## src/rtl/eotq_pkg.sv

```systemverilog
// Types and constants shared by the expiry-ordered timer queue.
// No dependencies.
`timescale 1ns / 1ps
`default_nettype none
package eotq_pkg;

  localparam int TIME_W      = 63;
  localparam int IDENT_W     = 8;
  localparam int MIN_W       = 30;
  localparam int SEC_W       = 34;
  localparam int MAX_RESULTS = 16;
  localparam int RES_W       = $clog2(MAX_RESULTS + 1);
  localparam int RIDX_W      = $clog2(MAX_RESULTS);

  localparam logic [TIME_W-1:0] NS_PER_SEC  = TIME_W'(1000 * 1000 * 1000);
  // floor(2^61 / 10^9): reciprocal of one second for the top 34 bits of a delay
  localparam logic [31:0]       SEC_RECIP   = 32'd2305843009;
  localparam logic [TIME_W-1:0] TIME_MAX    = {TIME_W{1'b1}};
  localparam logic [MIN_W-1:0]  MIN_DEFAULT = MIN_W'(100000);

  typedef enum logic [1:0] {
    RC_NONE  = 2'd0,
    RC_FIRED = 2'd1,
    RC_ADDED = 2'd2,
    RC_FULL  = 2'd3
  } result_code_t;

  typedef enum logic [1:0] {
    CELL_HOLD   = 2'd0,
    CELL_INSERT = 2'd1,
    CELL_POP    = 2'd2,
    CELL_CLEAR  = 2'd3
  } cell_op_t;

  typedef struct packed {
    logic                fresh;
    logic [TIME_W-1:0]   expire;
    logic [TIME_W-1:0]   interval;
    logic [IDENT_W-1:0]  ident;
  } entry_t;

  typedef struct packed {
    cell_op_t op;
    entry_t   entry;
  } cell_ctrl_t;

  typedef struct packed {
    result_code_t       code;
    logic [IDENT_W-1:0] ident;
    logic               rearm;
  } res_t;

endpackage
`default_nettype wire

```

## src/rtl/eotq_divider.sv

```systemverilog
// Splits a delay into seconds and nanoseconds: reciprocal multiply, remainder, correction.
// Depends on eotq_pkg.
`timescale 1ns / 1ps
`default_nettype none
module eotq_divider (
  input  wire                         clk,
  input  wire                         rst,
  input  wire                         start,
  input  wire [eotq_pkg::TIME_W-1:0]  dividend,
  output logic                        done,
  output logic [eotq_pkg::SEC_W-1:0]  quot,
  output logic [eotq_pkg::MIN_W-1:0]  rem_out
);

  localparam int          SHIFT   = eotq_pkg::TIME_W - eotq_pkg::SEC_W;
  localparam logic [31:0] ONE_SEC = 32'(eotq_pkg::NS_PER_SEC);
  localparam logic [31:0] TWO_SEC = ONE_SEC << 1;

  logic [eotq_pkg::SEC_W-1:0] top_bits;
  logic [31:0]                low_bits;
  logic [eotq_pkg::SEC_W-1:0] q_est;
  logic [31:0]                r_est;
  logic                       stage_a;
  logic                       stage_b;
  logic                       stage_c;
  logic [63:0]                prod_lo;
  logic [eotq_pkg::SEC_W-1:0] prod_hi;
  logic [31:0]                q_ns;
  logic [31:0]                r_less1;
  logic [31:0]                r_less2;

  // estimate falls short of the quotient by at most two
  assign prod_lo = {32'd0, top_bits[31:0]} * {32'd0, eotq_pkg::SEC_RECIP};
  assign prod_hi = {{(eotq_pkg::SEC_W-2){1'b0}}, top_bits[eotq_pkg::SEC_W-1:32]} *
                   {{(eotq_pkg::SEC_W-32){1'b0}}, eotq_pkg::SEC_RECIP};
  assign q_ns    = q_est[31:0] * ONE_SEC;
  assign r_less1 = r_est - ONE_SEC;
  assign r_less2 = r_est - TWO_SEC;

  always_ff @(posedge clk) begin
    if (rst) begin
      stage_a <= 1'b0;
      stage_b <= 1'b0;
      stage_c <= 1'b0;
      done    <= 1'b0;
    end else begin
      stage_a <= start;
      stage_b <= stage_a;
      stage_c <= stage_b;
      done    <= stage_c;
      if (start) begin
        top_bits <= dividend[eotq_pkg::TIME_W-1:SHIFT];
        low_bits <= dividend[31:0];
      end
      if (stage_a) begin
        q_est <= {{(eotq_pkg::SEC_W-32){1'b0}}, prod_lo[63:32]} + prod_hi;
      end
      if (stage_b) begin
        r_est <= low_bits - q_ns;
      end
      if (stage_c) begin
        if (r_est >= TWO_SEC) begin
          quot    <= q_est + eotq_pkg::SEC_W'(2);
          rem_out <= r_less2[eotq_pkg::MIN_W-1:0];
        end else if (r_est >= ONE_SEC) begin
          quot    <= q_est + eotq_pkg::SEC_W'(1);
          rem_out <= r_less1[eotq_pkg::MIN_W-1:0];
        end else begin
          quot    <= q_est;
          rem_out <= r_est[eotq_pkg::MIN_W-1:0];
        end
      end
    end
  end

endmodule
`default_nettype wire

```

## config.mk

```make
export PLATFORM = sky130hd
export DESIGN_NAME = eotq_divider
export DESIGN_NICKNAME = d
export VERILOG_FILES = /design/src/rtl/eotq_pkg.sv /design/src/rtl/eotq_divider.sv
export SDC_FILE = /design/constraint.sdc
export NUM_CORES = 2
export LEC_CHECK = 0
export ABC_AREA = 1
export BUFFER_PORTS_ARGS = -buffer_cell sky130_fd_sc_hd__buf_2
export CAP_MARGIN = 20
export CELL_PAD_IN_SITES_DETAIL_PLACEMENT = 1
export CELL_PAD_IN_SITES_GLOBAL_PLACEMENT = 2
export CORE_MARGIN = 1
export CORE_UTILIZATION = 45
export DETAILED_ROUTE_END_ITERATION = 8
export PLACE_DENSITY_LB_ADDON = 0.1
export SLEW_MARGIN = 10
export SYNTH_ARGS = -nofsm -noshare
export SYNTH_HDL_FRONTEND = slang
export SYNTH_SLANG_ARGS = --single-unit
```

## constraint.sdc

```tcl
create_clock -name clk -period 14.7 [get_ports clk]
set_input_delay 0 -clock clk [delete_from_list [all_inputs] [get_ports clk]]
set_output_delay 0 -clock clk [all_outputs]
set_load 0.02 [all_outputs]
```

==> results.py <==
metrics = {
    "synth": {
        "postSynthCellCount": 3373,
        "syn_area_per_cell_um2": 9.27,
        "synth_common_cells": "825 x inv_1, 575 x ha_1, 511 x nand2_1, 395 x fa_1, 193 x edfxtp_1",
        "synth_seq_cells": 197,
        "yosysTopAreaCellShare": 0.253,
        "ys.flop_type": "edfxtp_1",
        "ys_top_cells_by_area": "fa_1 25%, ha_1 23%, edfxtp_1 19%, inv_1 9.9%, nand2_1 6.1%",
        "syn_area_um2": 31300,
        "yosysUniqueCellTypes": 61,
        "synth_edf_count": 193,
        "ys_seq_area_frac": 0.188,
        "ys_warn_count": 0,
        "yosysMostFrequentCell": "inv_1",
        "synthArstFlopShare": 0,
        "yosysTopAreaCell": "fa_1",
        "syn_nets": 4409,
    },
    "route": {
        "wirelength_mm": 94.3,
        "drc_errors": 0,
        "drtPass1Iterations": 5,
        "postRouteAntennaNets": 0,
        "wl_per_cell_um": 20.8,
        "first_iter_violations": 840,
        "vias": 23000,
        "via_per_inst": 5.08,
    },
    "timing": {
        "tightest_slew_ps": 983,
        "setup_violations": 0,
        "fin_crit_sh": 0.629,
        "fin_worst_skew_ps": 29.0,
        "fmax_mhz": 108,
        "rsz0062_at_grt": "false",
        "slew_headroom": 0.345,
        "finalCriticalPeriod_ps": 9250,
        "finalSetupTns_ps": 0,
        "hold_viol_final": 0,
        "final-max-slew-violation-count": 0,
        "fin_ws_ps": 5450,
    },
    "die": {
        "die_w_um": 266,
        "core_um2": 68700,
        "row_count": 96,
        "dieArea_um2": 70600,
        "ios": 131,
        "die_h_um": 266,
        "initial_core_util": 0.455,
    },
    "setup_path": {
        "cp-end-kind": "flip-flop",
        "cp_max_fo": 9,
        "worstPathArrival_ps": 9520,
        "start_kind": "flip-flop",
        "reg2reg_setup_slack_ps": 5450,
        "crit_path_max_incr_delay_ps": 710,
        "crit_required_ps": 14970,
        "cpMaxStageDelayCell": "edfxtp_1",
        "crit_type": "flip-flop to flip-flop",
    },
    "final_layout": {
        "drive_above_1_share": 0.0710,
        "nFillCells": 7987,
        "final_nets": 4617,
        "diodes": 0,
        "layout.cells.non_filler": 4525,
        "area_growth_pct": 9.87,
    },
    "clock_network": {
        "cts_buffer_depth": 2,
        "cts_setup_buffers": 0,
        "cts_buffers": 17,
        "cts_root_buf": "clkbuf_16",
        "clk_pin_slew_ps": 90,
        "htreeDepth": 4,
        "insertion_delay_ps": 510,
        "postCtsHoldBufs": 66,
        "cts_resized": 0,
        "clkSinkCount": 197,
        "cts_tree": "yes",
    },
    "grt": {
        "first_global_vias": 26300,
        "antenna_found_initial": 0,
        "track_usage": 0.279,
        "grt_max_degree": 65,
        "grt_pass1_wl_mm": 149,
        "overflow": 0,
    },
    "place": {
        "portBuffers": 130,
        "dp_slack_ps": 5330,
        "post-place-cells": 4426,
        "place_hpwl_mm": 82.4,
        "place_congestion": 0.931,
    },
    "flow_run": {
        "max-cap-violations": 0,
    },
    "outcome": {
        "status": "completed",
    },
    "hold_path": {
        "hold_path_class": "input pin to flip-flop",
    },
}
cell families after synthesis:
family          share of synthesized area
flops                               0.188
compound gates                     0.0505
simple gates                        0.129
xor+xnor                           0.0451
fa+ha+maj                           0.483
buf+inv                             0.104
worst max-delay path, delay by kind of cell, from the launching register on:
family / cells / cell delay, ps
XOR/XNOR: 1 / 240
adder cells (fa/ha/maj): 11 / 4790
AND/OR/NAND/NOR: 14 / 2040
flip-flops: 1 / 710
AO/OA/AOI/OAI: 2 / 590
buffers and inverters: 7 / 620
path summary, 6_finish.rpt:
path	startpoint	endpoint	cells after the start
min reg2reg	low_bits[4]	r_est[4]	0
min	dividend[33]	top_bits[4]	2
max reg2reg	top_bits[12]	q_est[31]	35
max	top_bits[12]	q_est[31]	35
flip-flops by register name, summed over array words and instances, names as in the netlist:
name,count
low_bits,29
stage_a,1
r_est,32
stage_b,1
rem_out,30
quot,34
q_est,34
top_bits,34
done,1
stage_c,1
area by class of cell:
type,instances,area [um2],share of cell area
clock inverters,14,191,0.00557
well taps,931,1160,0.0339
inverters,838,3150,0.0917
repair buffers,204,1380,0.0403
multi-input cells,2323,22200,0.645
flip-flops and latches,197,5880,0.171
clock buffers,18,429,0.0125
per-layer routing:
metal,share of wire,wire length (um),GRT usage,up-vias
met1,0.42,40000,0.335,11600
met3,0.017,1610,0.0232,116
met5,0,0,0,-
li1,-,-,-,11100
met4,0.029,2740,0.0856,0
met2,0.53,49900,0.524,269
cell usage in the layout (no fill, tap or decap), drive strengths merged, types with 12 or more instances in the layout:
cell type,instances
clkbuf,18
o21ai,79
xor2,100
xnor2,61
fa,395
ha,575
nor4,12
inv,844
nand3,90
nand4,37
dlygate4sd3,66
a21oi,124
nand2,532
nor2,202
nor3,41
buf,138
edfxtp,193
metrics by stage:
step / util / hold WS (ps) / cell area, um2
2_1_floorplan: - / 98.9 / 31300
3_3_place_gp: 0.481 / 176 / 33100
3_5_place_dp: 0.481 / 178 / 33100
4_1_cts: 0.500 / 175 / 34300
5_1_grt: 0.500 / 197 / 34400
6_report: 0.500 / 210 / 34400
Power is not shown: default switching activity piles up to over one toggle a cycle in this logic, so the estimate is an artifact.
