**config.mk**
```make
export PLATFORM = sky130hd
export DESIGN_NAME = eotq_cell
export DESIGN_NICKNAME = d
export VERILOG_FILES = /design/src/rtl/eotq_pkg.sv /design/src/rtl/eotq_cell.sv
export SDC_FILE = /design/constraint.sdc
export NUM_CORES = 1
export LEC_CHECK = 0
export ABC_AREA = 1
export BUFFER_PORTS_ARGS = -buffer_cell sky130_fd_sc_hd__buf_2
export CELL_PAD_IN_SITES_DETAIL_PLACEMENT = 1
export CELL_PAD_IN_SITES_GLOBAL_PLACEMENT = 2
export CORE_ASPECT_RATIO = 0.5
export CORE_MARGIN = 4
export CORE_UTILIZATION = 24
export DETAILED_ROUTE_END_ITERATION = 8
export HOLD_SLACK_MARGIN = 0.06
export PLACE_DENSITY_LB_ADDON = 0.1
export SYNTH_ARGS = -nofsm -noshare
export SYNTH_HDL_FRONTEND = slang
export SYNTH_SLANG_ARGS = --single-unit
```
**constraint.sdc**
```tcl
create_clock -name clk -period 14.16 [get_ports clk]
set_clock_uncertainty 0.05 [all_clocks]
set_input_delay 1.416 -clock clk [delete_from_list [all_inputs] [get_ports clk]]
set_output_delay 1.416 -clock clk [all_outputs]
set_load 0.01 [all_outputs]
```
**src/rtl/eotq_pkg.sv**
```systemverilog
// Types and constants shared by the expiry-ordered timer queue.
// No dependencies.
`timescale 1ns / 1ps
`default_nettype none
package eotq_pkg;

  localparam int TIME_W      = 63;
  localparam int IDENT_W     = 8;
  localparam int MIN_W       = 30;
  localparam int SEC_W       = 34;
  localparam int MAX_RESULTS = 16;
  localparam int RES_W       = $clog2(MAX_RESULTS + 1);
  localparam int RIDX_W      = $clog2(MAX_RESULTS);

  localparam logic [TIME_W-1:0] NS_PER_SEC  = TIME_W'(1000 * 1000 * 1000);
  // floor(2^61 / 10^9): reciprocal of one second for the top 34 bits of a delay
  localparam logic [31:0]       SEC_RECIP   = 32'd2305843009;
  localparam logic [TIME_W-1:0] TIME_MAX    = {TIME_W{1'b1}};
  localparam logic [MIN_W-1:0]  MIN_DEFAULT = MIN_W'(100000);

  typedef enum logic [1:0] {
    RC_NONE  = 2'd0,
    RC_FIRED = 2'd1,
    RC_ADDED = 2'd2,
    RC_FULL  = 2'd3
  } result_code_t;

  typedef enum logic [1:0] {
    CELL_HOLD   = 2'd0,
    CELL_INSERT = 2'd1,
    CELL_POP    = 2'd2,
    CELL_CLEAR  = 2'd3
  } cell_op_t;

  typedef struct packed {
    logic                fresh;
    logic [TIME_W-1:0]   expire;
    logic [TIME_W-1:0]   interval;
    logic [IDENT_W-1:0]  ident;
  } entry_t;

  typedef struct packed {
    cell_op_t op;
    entry_t   entry;
  } cell_ctrl_t;

  typedef struct packed {
    result_code_t       code;
    logic [IDENT_W-1:0] ident;
    logic               rearm;
  } res_t;

endpackage
`default_nettype wire

```
**src/rtl/eotq_cell.sv**
```systemverilog
// One slot of the sorted timer chain; trades entries with its neighbours.
// Depends on eotq_pkg.
`timescale 1ns / 1ps
`default_nettype none
module eotq_cell (
  input  wire                       clk,
  input  wire eotq_pkg::cell_ctrl_t ctrl,
  input  wire                       occ,
  input  wire eotq_pkg::entry_t     left_data,
  input  wire                       left_after,
  input  wire eotq_pkg::entry_t     right_data,
  output eotq_pkg::entry_t          data,
  output logic                      after
);

  assign after = !occ || (data.expire > ctrl.entry.expire);

  always_ff @(posedge clk) begin
    case (ctrl.op)
      eotq_pkg::CELL_INSERT: begin
        if (after) data <= left_after ? left_data : ctrl.entry;
      end
      eotq_pkg::CELL_POP:   data <= right_data;
      eotq_pkg::CELL_CLEAR: data.fresh <= 1'b0;
      default: ;
    endcase
  end

endmodule
`default_nettype wire

```
==> results.py, run 1 <==
metrics = {
    "logic_synthesis": {
        "synth.area.top_cells": "edfxtp_1 47%, nand2_1 16%, a31oi_1 9.8%",
        "netlist_instances": 1054,
        "synth.yosys.seq_area_share_pct": 47.4,
        "synth_ff_type": "edfxtp_1",
        "synth_area_mm2": 0.00855,
        "synth_most_common_cell": "nand2_1",
        "syn_avg_cell_area_um2": 8.11,
        "synthArstFlopShare_pct": 0,
        "yosys-top-cells-count": "360 x nand2_1, 154 x nor2_1, 135 x edfxtp_1, 134 x a31oi_1, 90 x inv_1",
        "synth.distinct_cells": 20,
        "synth_edf_count": 135,
        "yosys_warnings": 0,
        "yosysTopAreaCellShare_pct": 47.4,
        "syn-num-nets": 1527,
        "synth_top_cell_by_area": "edfxtp_1",
        "ys_ff_latch": 135,
    },
    "power_and_ir_drop": {
        "p_int_mw": 0.849,
        "ir_drop_mv": 0.0659,
        "power_mw": 1.23,
        "p_per_area_mw_per_mm2": 100,
        "p_comb_share_pct": 22.5,
        "p_seq_share_pct": 40.9,
        "p_sw_mw": 0.378,
        "p_leak_nw": 6.13,
        "p_sw_share_pct": 30.8,
        "clockPowerShare_pct": 36.6,
    },
    "setup_path": {
        "worst_setup_path_start_kind": "input port",
        "critPathKind": "in2out",
        "critPathMaxStageDelay_ns": 0.38,
        "path_cells": "buf_2, inv_1, ha_1, nand2_1, nor2_1, nand2_1, nor4_1, nand4_1, nand2_1, nand2_2, buf_2",
        "worstPathMaxFanout": 3,
        "arrival_ns": 3.07,
        "crit_family": "simple AND/OR/NAND/NOR gates",
        "r2r_slack_ns": 10.35,
        "critical-path-slowest-cell": "nor4_1",
        "critPathRequiredTime_ns": 12.69,
        "path_buf_inv": 3,
        "crit_top_cell": "nand2_1",
        "end_kind": "output pin",
    },
    "clock_tree": {
        "cts_hold_buffers": 0,
        "cts_setup_buffers": 0,
        "tritoncts": "done",
        "cts_sinks": 135,
        "clk_pin_slew_ns": 0.06,
        "cts_buffers": 17,
        "cts_resized": 0,
        "h-tree-depth": 4,
        "clock_latency_ns": 0.43,
        "cts_root_buf": "clkbuf_16",
        "cts_buffer_depth": 2,
    },
    "drt": {
        "top_layer": "met5",
        "drt_iter0_drc": 420,
        "wl_per_cell_um": 19.0,
        "first_pass_iters": 4,
        "wl_met3_um": 1810,
        "num_vias": 9249,
        "routed_via_density": 4.49,
        "m1WireLength_um": 15500,
        "met2_length_um": 21500,
        "final_antenna_net_count": 0,
        "wirelength_um": 39200,
        "drc": 0,
    },
    "die": {
        "die_h_um": 141,
        "io_pins": 546,
        "start_util_pct": 24.6,
        "core.rowCount": 48,
        "die_w_um": 275,
        "fp.dieArea_mm2": 0.0389,
        "core_area_mm2": 0.0348,
    },
    "worst_hold_path": {
        "hold_path.class": "reg2reg",
    },
    "grt": {
        "grt_pass1_wl_um": 57700,
        "grt_antenna_before_repair": 7,
        "grt-ovfl-total": 0,
        "grt_max_degree": 115,
        "grt_pass1_vias": 9973,
        "grt_usage_pct": 19.6,
    },
    "sta": {
        "rsz0062_at_grt": "no",
        "min_period_ns": 4.53,
        "slew_violations": 0,
        "fmax_mhz": 221,
        "worstMarginPinSlew_ns": 1.17,
        "hold_violations": 0,
        "setup_tns_ns": 0,
        "finalSetupViolations": 0,
        "finalCritPeriodShare_pct": 32.0,
        "slew_headroom_pct": 22.0,
    },
    "run_status": {
        "status": "finished, final reports clean",
    },
    "flow_run": {
        "max-cap-violations": 0,
    },
    "final_layout": {
        "nNetsFinal": 2039,
        "area_growth_pct": 43.3,
        "largest_register": "data",
        "largest_reg_flops": 135,
        "layout-drive-gt1-share_pct": 37.9,
        "reg.largest.list": "data x135",
    },
    "placed_design": {
        "place.gp.congestion": 0.807,
        "dp_hpwl_um": 31300,
        "io_buffers": 545,
    },
}
-- path summary, 6_finish.rpt --
path	cells after the start	endpoint	startpoint
min	8	data[134]	data[78]
max reg2reg	14	data[43]	data[133]
min reg2reg	8	data[134]	data[78]
max	11	after	ctrl[125]
-- stage by stage --
stage               std cells  hold WS (ns)  setup WS, ns  utilization (%)  cell area, um2
floorplan                1054          1.10          8.22                -            8550
global route             2059          1.27          9.24             35.2           12300
detailed placement       2022          1.20          9.12             33.5           11700
global placement         2022          1.21          9.17             33.5           11700
CTS                      2054          1.24          9.53             35.2           12200
finish                   2059          1.21          9.63             35.2           12300
-- layout make-up --
class / instances / area, um2
clock inverters: 14 / 139
multi-input cells: 767 / 3900
repair buffers: 551 / 2780
well taps: 475 / 594
inverters: 94 / 355
flip-flops and latches: 135 / 4050
fillers: 4381 / 22600
clock buffers: 18 / 429
diodes: 5 / 12.5
-- worst reg2reg max path: cells and delay by family, from the launching register on --
family / cells / cell delay, ns
flip-flops: 1 / 0.40
AND/OR/NAND/NOR: 12 / 1.58
buffers and inverters: 1 / 0.95
adder cells (fa/ha/maj): 1 / 0.33
-- cells in the final DEF, fill, tap and decap left out, types with 5 or more instances in the layout --
master and instances:
inv_6 6, a21oi_1 22, nand2_1 358, diode_2 5
inv_1 90, nand3_1 10, buf_4 7, edfxtp_1 135
nor2_1 154, ha_1 63, clkbuf_16 17, a31oi_1 134
buf_2 544
-- routing by layer --
metal / global-route usage [%] / up-vias
met2: 37.6 / 206
met4: 4.71 / 4
met1: 22.1 / 4430
met3: 4.26 / 28
li1: - / 4581
met5: 0 / -
-- power groups by stage --
stage	logic [mW]	registers [mW]	clock network, mW
finish	0.276	0.502	0.449
global route	0.312	0.505	0.485
CTS	0.283	0.502	0.464
detailed placement	0.282	0.511	0
global placement	0.279	0.510	0
floorplan	0.120	0.531	0
-- kinds of logic (layout without fill, tap and decap cells) --
family          after synthesis  in the layout  share of synthesized area, %
simple gates                541            541                          24.6
compound gates              163            163                          11.6
buf+inv                     152            677                          7.18
flops                       135            135                          47.4
fa+ha+maj                    63             63                          9.22
other cells                   0              5                             0
No activity file was read; power rests on OpenSTA's default activity.
==> inputs of run 2 (changes only) <==
--- a/config.mk
+++ b/config.mk
@@ -11,7 +11,7 @@
 export CELL_PAD_IN_SITES_GLOBAL_PLACEMENT = 2
 export CORE_ASPECT_RATIO = 0.5
 export CORE_MARGIN = 4
-export CORE_UTILIZATION = 24
+export CORE_UTILIZATION = 20
 export DETAILED_ROUTE_END_ITERATION = 8
 export HOLD_SLACK_MARGIN = 0.06
 export PLACE_DENSITY_LB_ADDON = 0.1
==> constraint.sdc (replaced) <==
create_clock -name clk -period 3.6 [get_ports clk]
set_clock_uncertainty 0.05 [all_clocks]
set_input_delay 0.36 -clock clk [delete_from_list [all_inputs] [get_ports clk]]
set_output_delay 0.36 -clock clk [all_outputs]
set_load 0.01 [all_outputs]
==> results.py, run 2 (synthesis results as in run 1) <==
metrics = {
    "sta": {
        "whs_ns": 0.204,
        "hold_violations": 0,
        "worstMarginPinSlew_ns": 0.672,
        "finalCritPeriodShare_pct": 78.9,
        "slew_headroom_pct": 55.2,
        "min_period_ns": 2.84,
        "fmax_mhz": 352,
        "rsz0062_at_grt": "no",
        "finalSetupViolations": 0,
        "slew_violations": 0,
        "setup_tns_ns": 0,
    },
    "die": {
        "core_area_mm2": 0.0421,
        "die_h_um": 154,
        "die_w_um": 300,
        "start_util_pct": 20.3,
        "core.rowCount": 53,
        "fp.dieArea_mm2": 0.0463,
        "io_pins": 546,
    },
    "final_layout": {
        "nNetsFinal": 2047,
        "reg.largest.list": "data x135",
        "largest_register": "data",
        "final_cell_mix": "544 x buf_2, 358 x nand2_1, 154 x nor2_1",
        "largest_reg_flops": 135,
        "area_growth_pct": 46.5,
        "layout-drive-gt1-share_pct": 38.2,
        "num-fill-cells": 5218,
        "mostFrequentLayoutCell": "buf_2",
    },
    "power_and_ir_drop": {
        "p_seq_share_pct": 40.0,
        "p_comb_share_pct": 22.7,
        "p_per_area_mw_per_mm2": 394,
        "p_leak_nw": 6.20,
        "p_sw_share_pct": 30.7,
        "p_sw_mw": 1.51,
        "p_int_mw": 3.42,
        "ir_drop_mv": 0.328,
        "clockPowerShare_pct": 37.4,
    },
    "clock_tree": {
        "cts_buffer_depth": 2,
        "clock_latency_ns": 0.43,
        "h-tree-depth": 4,
        "cts_hold_buffers": 0,
        "cts_resized": 0,
        "cts_sinks": 135,
        "cts_root_buf": "clkbuf_16",
        "cts_buffers": 17,
        "clk_pin_slew_ns": 0.06,
        "cts_setup_buffers": 0,
        "tritoncts": "done",
    },
    "drt": {
        "drt_iter0_drc": 305,
        "final_antenna_net_count": 0,
        "drc": 0,
        "wirelength_um": 40300,
        "first_pass_iters": 4,
        "wl_per_cell_um": 18.6,
        "routed_via_density": 4.26,
        "num_vias": 9252,
    },
    "setup_path": {
        "worstPathMaxFanout": 36,
        "critPathKind": "reg2reg",
        "arrival_ns": 2.91,
        "critPathRequiredTime_ns": 3.66,
        "worst_setup_path_start_kind": "register",
        "end_kind": "register",
    },
    "grt": {
        "grt_antenna_before_repair": 10,
        "grt-ovfl-total": 0,
        "grt_usage_pct": 16.8,
        "grt_pass1_vias": 10107,
        "grt_max_degree": 139,
        "grt_pass1_wl_um": 59100,
    },
    "placed_design": {
        "io_buffers": 545,
        "place.gp.congestion": 0.824,
        "dp_hpwl_um": 32800,
    },
    "run_status": {
        "status": "finished, final reports clean",
    },
    "flow_run": {
        "max-cap-violations": 0,
    },
    "worst_hold_path": {
        "hold_path.class": "in2reg",
    },
}
## run 2: critical path, stage by stage (launching register included)
cell and delay, ns:
edfxtp_1 0.40, ha_1 0.31, nand2_1 0.08, nor2_2 0.13, inv_1 0.06, nor2_2 0.17, nand2_1 0.07, nand2_1 0.09
nand2_1 0.06, nand2_1 0.06, nand2_1 0.05, nand2_1 0.05, nand2_1 0.09, nand2_2 0.08, nand2_2 0.09, nand2_8 0.30
buf_4 0.35
## run 2: power groups by stage
stage,registers (mW),clock network [mW],logic (mW)
floorplan,2.08,0,0.475
global placement,2.00,0,1.14
detailed placement,2.01,0,1.15
CTS,1.97,1.91,1.15
global route,1.99,1.98,1.26
finish,1.97,1.84,1.12
## run 2: cell type report
cell class | instances | area (um2) | share of cell area (%)
multi-input combinational | 767 | 3910 | 31.2
clock buffer | 18 | 429 | 3.42
inverter | 94 | 355 | 2.84
tap | 577 | 722 | 5.76
clock inverter | 14 | 164 | 1.31
antenna | 6 | 15.0 | 0.120
sequential | 135 | 4050 | 32.3
timing repair buffer | 559 | 2890 | 23.0
## run 2: final timing paths
check                                      from        end  slack, ns  cells after the start
worst max-delay path                   data[85]  data[130]       0.76                     16
worst min-delay path            right_data[134]  data[134]       0.20                      3
worst max register to register         data[85]  data[130]       0.76                     16
worst min register to register        data[133]  data[134]       1.27                     11
## run 2: per-layer routing
layer | vias to the layer above | global-route usage (%) | share of wire, % | routed length, um
met5 | - | 0 | 0.12 | 48
li1 | 4602 | - | - | -
met3 | 42 | 3.42 | 4.0 | 1600
met4 | 8 | 4.79 | 1.7 | 682
met2 | 184 | 33.1 | 56 | 22800
met1 | 4416 | 18.1 | 38 | 15200
## run 2: per-stage QoR
stage	setup slack (ns)	instance area, um2	cells	util [%]	power [mW]
finish	0.758	12500	2170	29.8	4.93
global route	0.418	12500	2170	29.8	5.22
CTS	0.670	12500	2164	29.7	5.04
detailed placement	0.620	11900	2132	28.3	3.16
global placement	0.677	11900	2132	28.3	3.14
floorplan	0.667	8560	1054	-	2.55
